--- src/design/knng_pkg.sv ---
// Shared types and constants of the k-nearest-neighbour gesture classifier.
`default_nettype none

package knng_pkg;

   // Stream payload layout
   localparam int REQ_DATA_W = 72;
   localparam int RSP_DATA_W = 8;
   localparam int SAMPLE_W   = 16;
   localparam int LABEL_W    = 4;
   localparam int ENTRY_W    = 3 * SAMPLE_W;

   localparam int REQ_PI_LSB = 0;
   localparam int REQ_FI_LSB = 8;
   localparam int REQ_X_LSB  = 14;
   localparam int REQ_Y_LSB  = 30;
   localparam int REQ_Z_LSB  = 46;
   localparam int REQ_LB_LSB = 62;

   // Commands carried on tuser
   localparam logic CMD_TRAIN = 1'b0;
   localparam logic CMD_QUERY = 1'b1;

   // Register indexes
   localparam logic [1:0] REG_NUM_FEATURES   = 2'd0;
   localparam logic [1:0] REG_NUM_TRAINING   = 2'd1;
   localparam logic [1:0] REG_NUM_CLASSES    = 2'd2;
   localparam logic [1:0] REG_NEIGHBOR_COUNT = 2'd3;

   localparam int CSR_DATA_W = 9;

   localparam logic [6:0] RST_NUM_FEATURES   = 7'd64;
   localparam logic [8:0] RST_NUM_TRAINING   = 9'd256;
   localparam logic [3:0] RST_NUM_CLASSES    = 4'd15;
   localparam logic [3:0] RST_NEIGHBOR_COUNT = 4'd7;

   // Classification job, sized for the widest parameter range
   typedef struct packed {
      logic [8:0]  nf;
      logic [12:0] nt;
      logic [5:0]  nc;
      logic [4:0]  k;
   } job_type;

endpackage

`default_nettype wire

--- src/design/knng_isqrt.sv ---
// Bit-serial floored integer square root, one result bit per cycle.
`default_nettype none

module knng_isqrt #(
   parameter int SQW = 38
) (
   input  wire logic               clock,
   input  wire logic               reset,
   input  wire logic               start,
   input  wire logic [SQW-1:0]     radicand,
   output logic                    done,
   output logic      [SQW/2-1:0]   root
);

   localparam int RW = SQW / 2;
   localparam int CNTW = $clog2(RW + 1);

   logic [SQW-1:0]  n_ff, n_in;
   logic [RW+1:0]   rem_ff, rem_in;
   logic [RW-1:0]   root_ff, root_in;
   logic [CNTW-1:0] cnt_ff, cnt_in;
   logic            done_ff, done_in;
   logic [RW+1:0]   rn, trial;

   always_comb begin
      n_in    = n_ff;
      rem_in  = rem_ff;
      root_in = root_ff;
      cnt_in  = cnt_ff;
      done_in = 1'b0;
      rn      = {rem_ff[RW-1:0], n_ff[SQW-1:SQW-2]};
      trial   = {root_ff, 2'b01};
      if (start) begin
         n_in    = radicand;
         rem_in  = '0;
         root_in = '0;
         cnt_in  = CNTW'(RW);
      end else if (cnt_ff != '0) begin
         n_in   = {n_ff[SQW-3:0], 2'b00};
         cnt_in = cnt_ff - 1'b1;
         if (rn >= trial) begin
            rem_in  = rn - trial;
            root_in = {root_ff[RW-2:0], 1'b1};
         end else begin
            rem_in  = rn;
            root_in = {root_ff[RW-2:0], 1'b0};
         end
         done_in = (cnt_ff == CNTW'(1));
      end
   end

   always_ff @(posedge clock) begin
      if (reset) begin
         cnt_ff  <= '0;
         done_ff <= 1'b0;
      end else begin
         cnt_ff  <= cnt_in;
         done_ff <= done_in;
      end
      n_ff    <= n_in;
      rem_ff  <= rem_in;
      root_ff <= root_in;
   end

   assign done = done_ff;
   assign root = root_ff;

endmodule

`default_nettype wire

--- src/design/knng_back.sv ---
// Classification engine: distance walk, nearest-k list and vote.
`default_nettype none

module knng_back #(
   parameter int MAX_TRAIN    = 256,
   parameter int MAX_FEATURES = 64,
   parameter int MAX_CLASSES  = 16,
   parameter int MAX_K        = 15,
   parameter int TAW          = 14,
   parameter int QAW          = 6,
   parameter int LAW          = 8
) (
   input  wire logic                            clock,
   input  wire logic                            reset,
   input  wire logic                            job_valid,
   input  wire knng_pkg::job_type               job,
   output logic                                 job_pop,
   output logic                                 busy,
   output logic      [TAW-1:0]                  tr_rd_addr,
   input  wire logic [knng_pkg::ENTRY_W-1:0]    tr_rd_data,
   output logic      [QAW-1:0]                  q_rd_addr,
   input  wire logic [knng_pkg::ENTRY_W-1:0]    q_rd_data,
   output logic      [LAW-1:0]                  lb_rd_addr,
   input  wire logic [knng_pkg::LABEL_W-1:0]    lb_rd_data,
   output logic                                 rsp_tvalid,
   input  wire logic                            rsp_tready,
   output logic      [knng_pkg::RSP_DATA_W-1:0] rsp_tdata
);

   localparam int SQW = ((32 + $clog2(MAX_FEATURES + 1) + 1) / 2) * 2;
   localparam int RW  = SQW / 2;
   localparam int DW  = RW + 2;
   localparam int FW  = $clog2(MAX_FEATURES + 1);
   localparam int IW  = $clog2(MAX_TRAIN + 1);
   localparam int KW  = $clog2(MAX_K + 1);
   localparam int KIW = (MAX_K > 1) ? $clog2(MAX_K) : 1;
   localparam int CW  = $clog2(MAX_CLASSES);
   localparam int VW  = KW;
   localparam int SW  = knng_pkg::SAMPLE_W;

   typedef enum logic [2:0] {
      ST_IDLE, ST_ACCUM, ST_SQRT, ST_INSERT, ST_VOTE, ST_PICK, ST_SEND
   } state_type;

   state_type        state_ff, state_in;
   logic [FW-1:0]    nf_ff, nf_in;
   logic [IW-1:0]    nt_ff, nt_in;
   logic [CW-1:0]    nc_ff, nc_in;
   logic [KW-1:0]    k_ff, k_in;
   logic [IW-1:0]    i_ff, i_in;
   logic [TAW-1:0]   base_ff, base_in;
   logic [FW-1:0]    fi_ff, fi_in;
   logic             v1_ff, v1_in, v2_ff, v2_in, v3_ff, v3_in;
   logic [SW-1:0]    ad_ff [3];
   logic [SW-1:0]    ad_in [3];
   logic [2*SW-1:0]  sq_ff [3];
   logic [2*SW-1:0]  sq_in [3];
   logic [SQW-1:0]   acc_ff [3];
   logic [SQW-1:0]   acc_in [3];
   logic             sqrt_start_ff, sqrt_start_in;
   logic [DW-1:0]    bd_ff [MAX_K];
   logic [DW-1:0]    bd_in [MAX_K];
   logic [knng_pkg::LABEL_W-1:0] bl_ff [MAX_K];
   logic [knng_pkg::LABEL_W-1:0] bl_in [MAX_K];
   logic [KW-1:0]    filled_ff, filled_in;
   logic [KW-1:0]    vj_ff, vj_in;
   logic [VW-1:0]    votes_ff [MAX_CLASSES];
   logic [VW-1:0]    votes_in [MAX_CLASSES];
   logic [CW-1:0]    pj_ff, pj_in;
   logic [CW-1:0]    best_ff, best_in;
   logic [VW-1:0]    cnt_ff, cnt_in;
   logic             rsp_valid_ff, rsp_valid_in;
   logic [knng_pkg::RSP_DATA_W-1:0] rsp_data_ff, rsp_data_in;

   logic             issue;
   logic [2:0]       sq_done;
   logic [RW-1:0]    root [3];
   logic [DW-1:0]    cand_dist;
   logic [MAX_K-1:0] lt;
   logic [knng_pkg::LABEL_W-1:0] vlab;
   logic [5:0]       cnt_wide;
   logic signed [SW:0] diff;

   for (genvar a = 0; a < 3; a++) begin : g_root
      knng_isqrt #(.SQW(SQW)) u_isqrt (
         .clock    (clock),
         .reset    (reset),
         .start    (sqrt_start_ff),
         .radicand (acc_ff[a]),
         .done     (sq_done[a]),
         .root     (root[a])
      );
   end

   assign issue      = (state_ff == ST_ACCUM) && (fi_ff < nf_ff);
   assign tr_rd_addr = base_ff + TAW'(fi_ff);
   assign q_rd_addr  = QAW'(fi_ff);
   assign lb_rd_addr = LAW'(i_ff);
   assign cand_dist  = DW'(root[0]) + DW'(root[1]) + DW'(root[2]);
   assign vlab       = bl_ff[vj_ff[KIW-1:0]];

   always_comb begin
      state_in      = state_ff;
      nf_in         = nf_ff;
      nt_in         = nt_ff;
      nc_in         = nc_ff;
      k_in          = k_ff;
      i_in          = i_ff;
      base_in       = base_ff;
      fi_in         = fi_ff;
      sqrt_start_in = 1'b0;
      bd_in         = bd_ff;
      bl_in         = bl_ff;
      filled_in     = filled_ff;
      vj_in         = vj_ff;
      votes_in      = votes_ff;
      pj_in         = pj_ff;
      best_in       = best_ff;
      cnt_in        = cnt_ff;
      rsp_valid_in  = rsp_valid_ff;
      rsp_data_in   = rsp_data_ff;
      job_pop       = 1'b0;
      cnt_wide      = 6'(cnt_ff);
      diff          = '0;

      // Feature pipeline: read, difference, square, accumulate
      v1_in = issue;
      v2_in = v1_ff;
      v3_in = v2_ff;
      if (issue) begin
         fi_in = fi_ff + 1'b1;
      end
      for (int a = 0; a < 3; a++) begin
         diff = $signed({tr_rd_data[a*SW + SW-1], tr_rd_data[a*SW +: SW]})
                - $signed({q_rd_data[a*SW + SW-1], q_rd_data[a*SW +: SW]});
         ad_in[a]  = diff[SW] ? SW'(-diff) : diff[SW-1:0];
         sq_in[a]  = (2*SW)'(ad_ff[a]) * (2*SW)'(ad_ff[a]);
         acc_in[a] = v3_ff ? acc_ff[a] + SQW'(sq_ff[a]) : acc_ff[a];
      end

      // Sorted-list insertion; an empty slot ranks farther than any distance
      for (int j = 0; j < MAX_K; j++) begin
         lt[j] = (KW'(j) >= filled_ff) || (cand_dist < bd_ff[j]);
      end

      if (rsp_valid_ff && rsp_tready) begin
         rsp_valid_in = 1'b0;
      end

      case (state_ff)
         ST_IDLE: begin
            if (job_valid) begin
               job_pop   = 1'b1;
               nf_in     = FW'(job.nf);
               nt_in     = IW'(job.nt);
               nc_in     = CW'(job.nc);
               k_in      = KW'(job.k);
               i_in      = '0;
               base_in   = '0;
               fi_in     = '0;
               filled_in = '0;
               vj_in     = '0;
               for (int c = 0; c < MAX_CLASSES; c++) begin
                  votes_in[c] = '0;
               end
               for (int a = 0; a < 3; a++) begin
                  acc_in[a] = '0;
               end
               state_in = (job.k == 5'd0) ? ST_VOTE : ST_ACCUM;
            end
         end
         ST_ACCUM: begin
            if (!issue && !v1_ff && !v2_ff && !v3_ff) begin
               sqrt_start_in = 1'b1;
               state_in      = ST_SQRT;
            end
         end
         ST_SQRT: begin
            if (sq_done[0]) begin
               state_in = ST_INSERT;
            end
         end
         ST_INSERT: begin
            if (lt[0]) begin
               bd_in[0] = cand_dist;
               bl_in[0] = lb_rd_data;
            end
            for (int j = 1; j < MAX_K; j++) begin
               if ((KW'(j) < k_ff) && lt[j]) begin
                  bd_in[j] = lt[j-1] ? bd_ff[j-1] : cand_dist;
                  bl_in[j] = lt[j-1] ? bl_ff[j-1] : lb_rd_data;
               end
            end
            if (filled_ff < k_ff) begin
               filled_in = filled_ff + 1'b1;
            end
            i_in    = i_ff + 1'b1;
            base_in = base_ff + TAW'(MAX_FEATURES);
            fi_in   = '0;
            for (int a = 0; a < 3; a++) begin
               acc_in[a] = '0;
            end
            state_in = (i_ff + 1'b1 == nt_ff) ? ST_VOTE : ST_ACCUM;
         end
         ST_VOTE: begin
            if (vj_ff < filled_ff) begin
               if (32'(vlab) <= 32'(nc_ff)) begin
                  votes_in[CW'(vlab)] = votes_ff[CW'(vlab)] + 1'b1;
               end
               vj_in = vj_ff + 1'b1;
            end else begin
               pj_in    = '0;
               best_in  = '0;
               cnt_in   = '0;
               state_in = ST_PICK;
            end
         end
         ST_PICK: begin
            if (votes_ff[pj_ff] > cnt_ff) begin
               cnt_in  = votes_ff[pj_ff];
               best_in = pj_ff;
            end
            if (pj_ff == nc_ff) begin
               state_in = ST_SEND;
            end else begin
               pj_in = pj_ff + 1'b1;
            end
         end
         ST_SEND: begin
            if (!rsp_valid_ff || rsp_tready) begin
               rsp_valid_in = 1'b1;
               rsp_data_in  = {(cnt_wide > 6'd15) ? 4'd15 : cnt_wide[3:0], 4'(best_ff)};
               state_in     = ST_IDLE;
            end
         end
         default: begin
            state_in = ST_IDLE;
         end
      endcase
   end

   always_ff @(posedge clock) begin
      if (reset) begin
         state_ff      <= ST_IDLE;
         v1_ff         <= 1'b0;
         v2_ff         <= 1'b0;
         v3_ff         <= 1'b0;
         sqrt_start_ff <= 1'b0;
         rsp_valid_ff  <= 1'b0;
         filled_ff     <= '0;
      end else begin
         state_ff      <= state_in;
         v1_ff         <= v1_in;
         v2_ff         <= v2_in;
         v3_ff         <= v3_in;
         sqrt_start_ff <= sqrt_start_in;
         rsp_valid_ff  <= rsp_valid_in;
         filled_ff     <= filled_in;
      end
      nf_ff       <= nf_in;
      nt_ff       <= nt_in;
      nc_ff       <= nc_in;
      k_ff        <= k_in;
      i_ff        <= i_in;
      base_ff     <= base_in;
      fi_ff       <= fi_in;
      ad_ff       <= ad_in;
      sq_ff       <= sq_in;
      acc_ff      <= acc_in;
      bd_ff       <= bd_in;
      bl_ff       <= bl_in;
      vj_ff       <= vj_in;
      votes_ff    <= votes_in;
      pj_ff       <= pj_in;
      best_ff     <= best_in;
      cnt_ff      <= cnt_in;
      rsp_data_ff <= rsp_data_in;
   end

   assign busy       = (state_ff != ST_IDLE);
   assign rsp_tvalid = rsp_valid_ff;
   assign rsp_tdata  = rsp_data_ff;

endmodule

`default_nettype wire

--- config.mk ---
export PLATFORM = sky130hd
export DESIGN_NAME = knng_back
export DESIGN_NICKNAME = d
export VERILOG_FILES = /design/src/design/knng_pkg.sv /design/src/design/knng_isqrt.sv /design/src/design/knng_back.sv
export SDC_FILE = /design/constraint.sdc
export NUM_CORES = 2
export LEC_CHECK = 0
export BUFFER_PORTS_ARGS = -buffer_cell sky130_fd_sc_hd__buf_2
export CAP_MARGIN = 20
export CORE_ASPECT_RATIO = 1.25
export CORE_MARGIN = 2
export CORE_UTILIZATION = 59
export CTS_CLUSTER_DIAMETER = 200
export DETAILED_ROUTE_END_ITERATION = 7
export PLACE_DENSITY = 0.78
export SLEW_MARGIN = 20
export SYNTH_ARGS = -nofsm -noshare
export SYNTH_HDL_FRONTEND = slang
export SYNTH_SLANG_ARGS = --single-unit
--- constraint.sdc ---
create_clock -name clock -period 9.7 [get_ports clock]
set_clock_uncertainty 0.1 [all_clocks]
set_input_delay 0 -clock clock [delete_from_list [all_inputs] [get_ports clock]]
set_output_delay 0 -clock clock [all_outputs]
set_load 0.02 [all_outputs]
Word level (Yosys, flattened, before mapping):

Cells that the tools add are included.

* register bits after elaboration: 1064
* output and inout bits: 39
* logic and storage cells: 383

* bitwise gates (word level): 5
* multiplexer cells: 104
* $add $sub $neg: 25
* reduce and logical (&&, ||, !) cells: 80
* multiply operators: 3
* $lt $le $gt $ge: 56
* eq/ne operators: 20

Operators by type and width (number)
* two-way mux 40 bit: 9
* < comparator 22 bit: 15
* two-way mux 22 bit: 14
* one-hot mux 120 bit (2 select lines): 1
* two-way mux 64 bit: 3
* one-hot mux 64 bit (2 select lines): 1
* adder 40 x 32 -> 40 bit: 3
* two-way mux 120 bit: 1
* two-way mux 4 bit: 28
* multiplier 16 x 16 -> 32 bit: 3
* greater-or-equal comparator 22 bit: 3
* bitwise mux 64 bit: 1
* two-way mux 20 bit: 3
* subtractor 20 bit: 3
* subtractor 16 x 16 -> 17 bit: 3
* binary-select mux 4 bit (select 4 bit): 3
* two-way mux 16 bit: 3
* negator 16 bit: 3
* one-hot mux 4 bit (2 select lines): 5
* AND reduction 2 bit: 18
* two-way mux 5 bit: 6
* greater-or-equal comparator 4 bit, first input constant: 7
* < comparator 4 bit, first input constant: 7
* one-hot mux 14 bit (2 select lines): 1
* 52 further kinds: 149

Depth between registers and ports, before layout:

* word-level depth: 13
* gate-level depth with buffers: 29
* gate-level depth less buffers: 26

Hierarchy:

Synthesis repeated with hierarchy kept, for this count alone.

* cell total of the unflattened synthesis: 8496
* area total of the unflattened synthesis: 84728.8 um^2

Modules (own cells, without submodules)
* knng_back: area each 70468.8 um^2, times used 1, cells an instance 7050
* knng_isqrt: area each 4753.3 um^2, times used 3, cells an instance 482

Worst setup path after synthesis:

OpenSTA, ideal clock, no wires.

* path kind: register to register
* start: register g_root[0].u_isqrt.root_ff[1]
* end: register bd_ff[100] (netlist name) (enable)
* arrival: 8.354 ns
* clock period less this slack: 8.938 ns
* cell stages (with the launch flop): 25
* setup time: 0.484 ns
* data required time: 9.116 ns
* slack: 0.762 ns
* cells stage by stage: dfxtp_1 -> fa_1 -> ha_1 -> inv_1 -> fa_1 -> nor2b_1 -> o21ai_0 -> a21boi_0 -> o211ai_1 -> a211oi_1 -> o21bai_1 -> nand2_1 -> xor2_1 -> clkbuf_1 -> ha_1 -> a21o_1 -> a21oi_1 -> nor2b_1 -> o21ai_0 -> nand2b_1 -> a21oi_1 -> o211ai_1 -> o221ai_1 -> clkbuf_1 -> nor4b_1

* word-level cells in the longest chain between the ends: 6

RTL lines
* start, declared: line knng_isqrt.sv:20 `logic [RW-1:0] root_ff, root_in;`
* start signal, assigned: line knng_isqrt.sv:62 `root_ff <= root_in;`
* adder 20 x 20 -> 21 bit: line knng_back.sv:99 `assign cand_dist = DW'(root[0]) + DW'(root[1]) + DW'(root[2]);`
* adder 21 x 20 -> 22 bit: line knng_back.sv:99
* named net cand_dist[15]: line knng_back.sv:78 `logic [DW-1:0] cand_dist;`
* < comparator 22 bit: line knng_back.sv:143 `lt[j] = (KW'(j) >= filled_ff) || (cand_dist < bd_ff[j]);`
* logical OR 1 bit: line knng_back.sv:143
* logical AND 1 bit: line knng_back.sv:189 `if ((KW'(j) < k_ff) && lt[j]) begin`
* AND reduction 2 bit (no line)
* end signal, assigned: line knng_back.sv:270 `bd_ff <= bd_in;`
* end, declared: line knng_back.sv:61 `logic [DW-1:0] bd_ff [MAX_K];`

The timed path passes the listed nets, and every way through them passes these cells.
A chain may end at the register's enable or synchronous reset.

==> impl_metrics.yaml <==
synthesis:
  yosysSeqAreaShare_pct: 32.9
  ys.flop_type: "edfxtp_1"
  yosysWarnings: 0
  netlist_instances: 8359
  ys_ff_latch: 1055
  synth_fp_nets: 9895
  synth.avg_cell_area_sq_um: 10.0
  yosysUniqueCellTypes: 95
  synth_edf_count: 639
  syn-cell-area_sq_um: 83600
  synthArstFlopShare_pct: 0
clock_tree:
  htreeDepth: 3
  cts-root-buf: "clkbuf_16"
  clk_latency_ns: 0.76
  cts_made_buffers: 108
  clock-sinks: 1055
  cts-resized-gates: 0
  path_clk_slew_ns: 0.06
  clock_path_buffers: 3
  cts_tree: "done"
setup_path:
  cp.arrival_ns: 8.18
  cp.required_ns: 10.28
  end_kind: "flip-flop"
  crit_fanout: 17
  crit_path_start_kind: "flip-flop"
  worstSetupPathType: "reg2reg"
job:
  cap_violations: 0
detailed_routing:
  drcViolationCount: 0
  vias: 61000
  wl_um: 187000
  avgViaCountPerCell: 5.75
  drt_iter0_markers: 3818
  ant_nets: 0
  wl_per_cell_um: 17.6
  first_pass_iters: 6
finish:
  final_common_cell: "inv_1"
  final_cells: 10600
  fillers: 10400
  most-common-layout-cells: "1275 x inv_1, 884 x ha_1, 639 x edfxtp_1"
  layout.nets: 10200
  drive_gt1_share_pct: 11.8
  fin_util_pct: 65.6
  area_growth_pct: 10.5
place:
  port_buffers: 167
  hpwl_um: 135000
  dp_cells: 10200
  gp_routability_congestion: 0.885
timing:
  hold_violations: 0
  period_minus_slack_ns: 7.60
  worstMarginPinSlew_ns: 1.06
  slew_violations: 0
  slew_headroom_pct: 29.5
  setup_viol: 0
  rsz0062_at_grt: "false"
  fin_crit_sh_pct: 78.4
  max_freq_mhz: 132
  hold_slack_ns: 0.0587
  setup-tns-final_ns: 0
floorplanning:
  dieArea_sq_um: 145000
  rows: 154
  die_y_um: 425
  die_w_um: 341
  pin_count: 176
  coreArea_sq_um: 141000
  start_util_pct: 59.3
grt:
  grt_pass1_vias: 64500
  overflow: 0
  grt_pass1_wl_um: 311000
  grt_max_degree: 79
  antenna_found_initial: 4
  grtUsageTotal_pct: 25.9
run_status:
  outcome: "complete, no violations"
worst_hold_path:
  hold_class: "in2reg"
## worst max-delay path: stages, from the launching register on
cell and delay, ns:
dfxtp_1 0.80, and2_1 0.27, inv_1 0.07, fa_1 0.51
inv_1 0.06, fa_1 0.49, inv_1 0.05, fa_1 0.48
inv_1 0.06, fa_1 0.50, fa_1 0.54, inv_1 0.06
fa_1 0.53, inv_1 0.04, ha_1 0.34, and2_1 0.19
a221oi_1 0.25, a21boi_1 0.37, a31oi_1 0.17, o41a_1 0.39
a31o_2 0.28, o41ai_2 0.39, o211ai_1 0.20, o21a_1 0.20
nor2_1 0.11, xnor2_1 0.12
## state kept, by name, summed over array words and instances (netlist names), 15 cells and up
name	count
g_root.u_isqrt.n_ff	120
sq_ff	93
ad_ff	48
bl_ff	60
acc_ff	120
g_root.u_isqrt.rem_ff	60
g_root.u_isqrt.root	60
votes_ff	64
g_root.u_isqrt.cnt_ff	15
bd_ff	330
## cell usage after synthesis, types with 26 or more instances
| library cell | n | area [sq um] |
|---|---|---|
| and2_1 | 162 | 1010 |
| and3_1 | 45 | 282 |
| a31oi_1 | 34 | 213 |
| a21o_1 | 171 | 1280 |
| nand4_1 | 76 | 475 |
| o211ai_1 | 29 | 218 |
| clkbuf_1 | 226 | 848 |
| mux2i_1 | 113 | 1130 |
| a21boi_0 | 26 | 195 |
| o21ai_0 | 261 | 1310 |
| fa_1 | 515 | 10300 |
| o21a_1 | 72 | 541 |
| nand2b_1 | 101 | 632 |
| mux4_2 | 32 | 721 |
| mux2_2 | 469 | 5280 |
| nor3_1 | 104 | 521 |
| xnor2_1 | 247 | 2160 |
| a21oi_1 | 451 | 2260 |
| dfxtp_1 | 416 | 8330 |
| buf_4 | 26 | 195 |
| edfxtp_1 | 639 | 19200 |
| nand3_1 | 94 | 470 |
| ha_1 | 884 | 11100 |
| xor2_1 | 128 | 1120 |
| nor2b_1 | 105 | 657 |
| nand2_1 | 635 | 2380 |
| or3_1 | 40 | 250 |
| o21bai_1 | 33 | 248 |
| buf_2 | 38 | 190 |
| o31ai_1 | 32 | 240 |
| a211oi_1 | 112 | 841 |
| nor2_1 | 477 | 1790 |
| inv_1 | 1277 | 4790 |
## logic make-up after synthesis
group	synth area share, %
compound gates	10.8
xor+xnor	4.01
mux	8.54
simple gates	10.9
flops	32.9
fa+ha+maj	25.6
buf+inv	7.28
## routing by layer
metal	share of wire (%)	vias up	track usage (%)	wire, um
met5	0.017	-	0	32
met4	3.7	4	10.3	6890
met3	4.9	476	3.22	9070
met2	52	1689	48.3	96800
met1	40	29800	29.8	74100
li1	-	29100	-	-
## area by class of cell
cell class,instances,area [sq um],share of cell area [%]
multi-input cells,5724,50200,54.4
flip-flops and latches,1055,27500,29.8
inverters,1280,4810,5.21
repair buffers,478,3760,4.08
clock buffers,143,3050,3.30
well taps,1872,2340,2.54
clock inverters,63,638,0.691
diodes,2,5.00,0.00542
## worst paths after layout
path / startpoint / slack, ns / cells after the start / end
setup / recovery: ad_ff[37] / 2.10 / 25 / sq_ff[93]
hold / removal: tr_rd_data[15] / 0.06 / 6 / ad_ff[45]
setup reg to reg: ad_ff[37] / 2.10 / 25 / sq_ff[93]
hold reg to reg: best_ff[2] / 0.34 / 0 / rsp_tdata[2]
## what timing repair did
action                    4_1_cts  5_1_grt
hold endpoints to repair      154        0
hold buffers                  237        0
buffers inserted                0        0
## metrics by stage
stage	cell area, sq um	worst slack, ns
6_report	92300	2.10
5_1_grt	92300	1.60
2_1_floorplan	83600	0.762
4_1_cts	92300	2.16
3_5_place_dp	86300	2.16
3_3_place_gp	86300	2.20
Power is not shown: default switching activity piles up to over one toggle a cycle in this logic, so the estimate is an artifact.
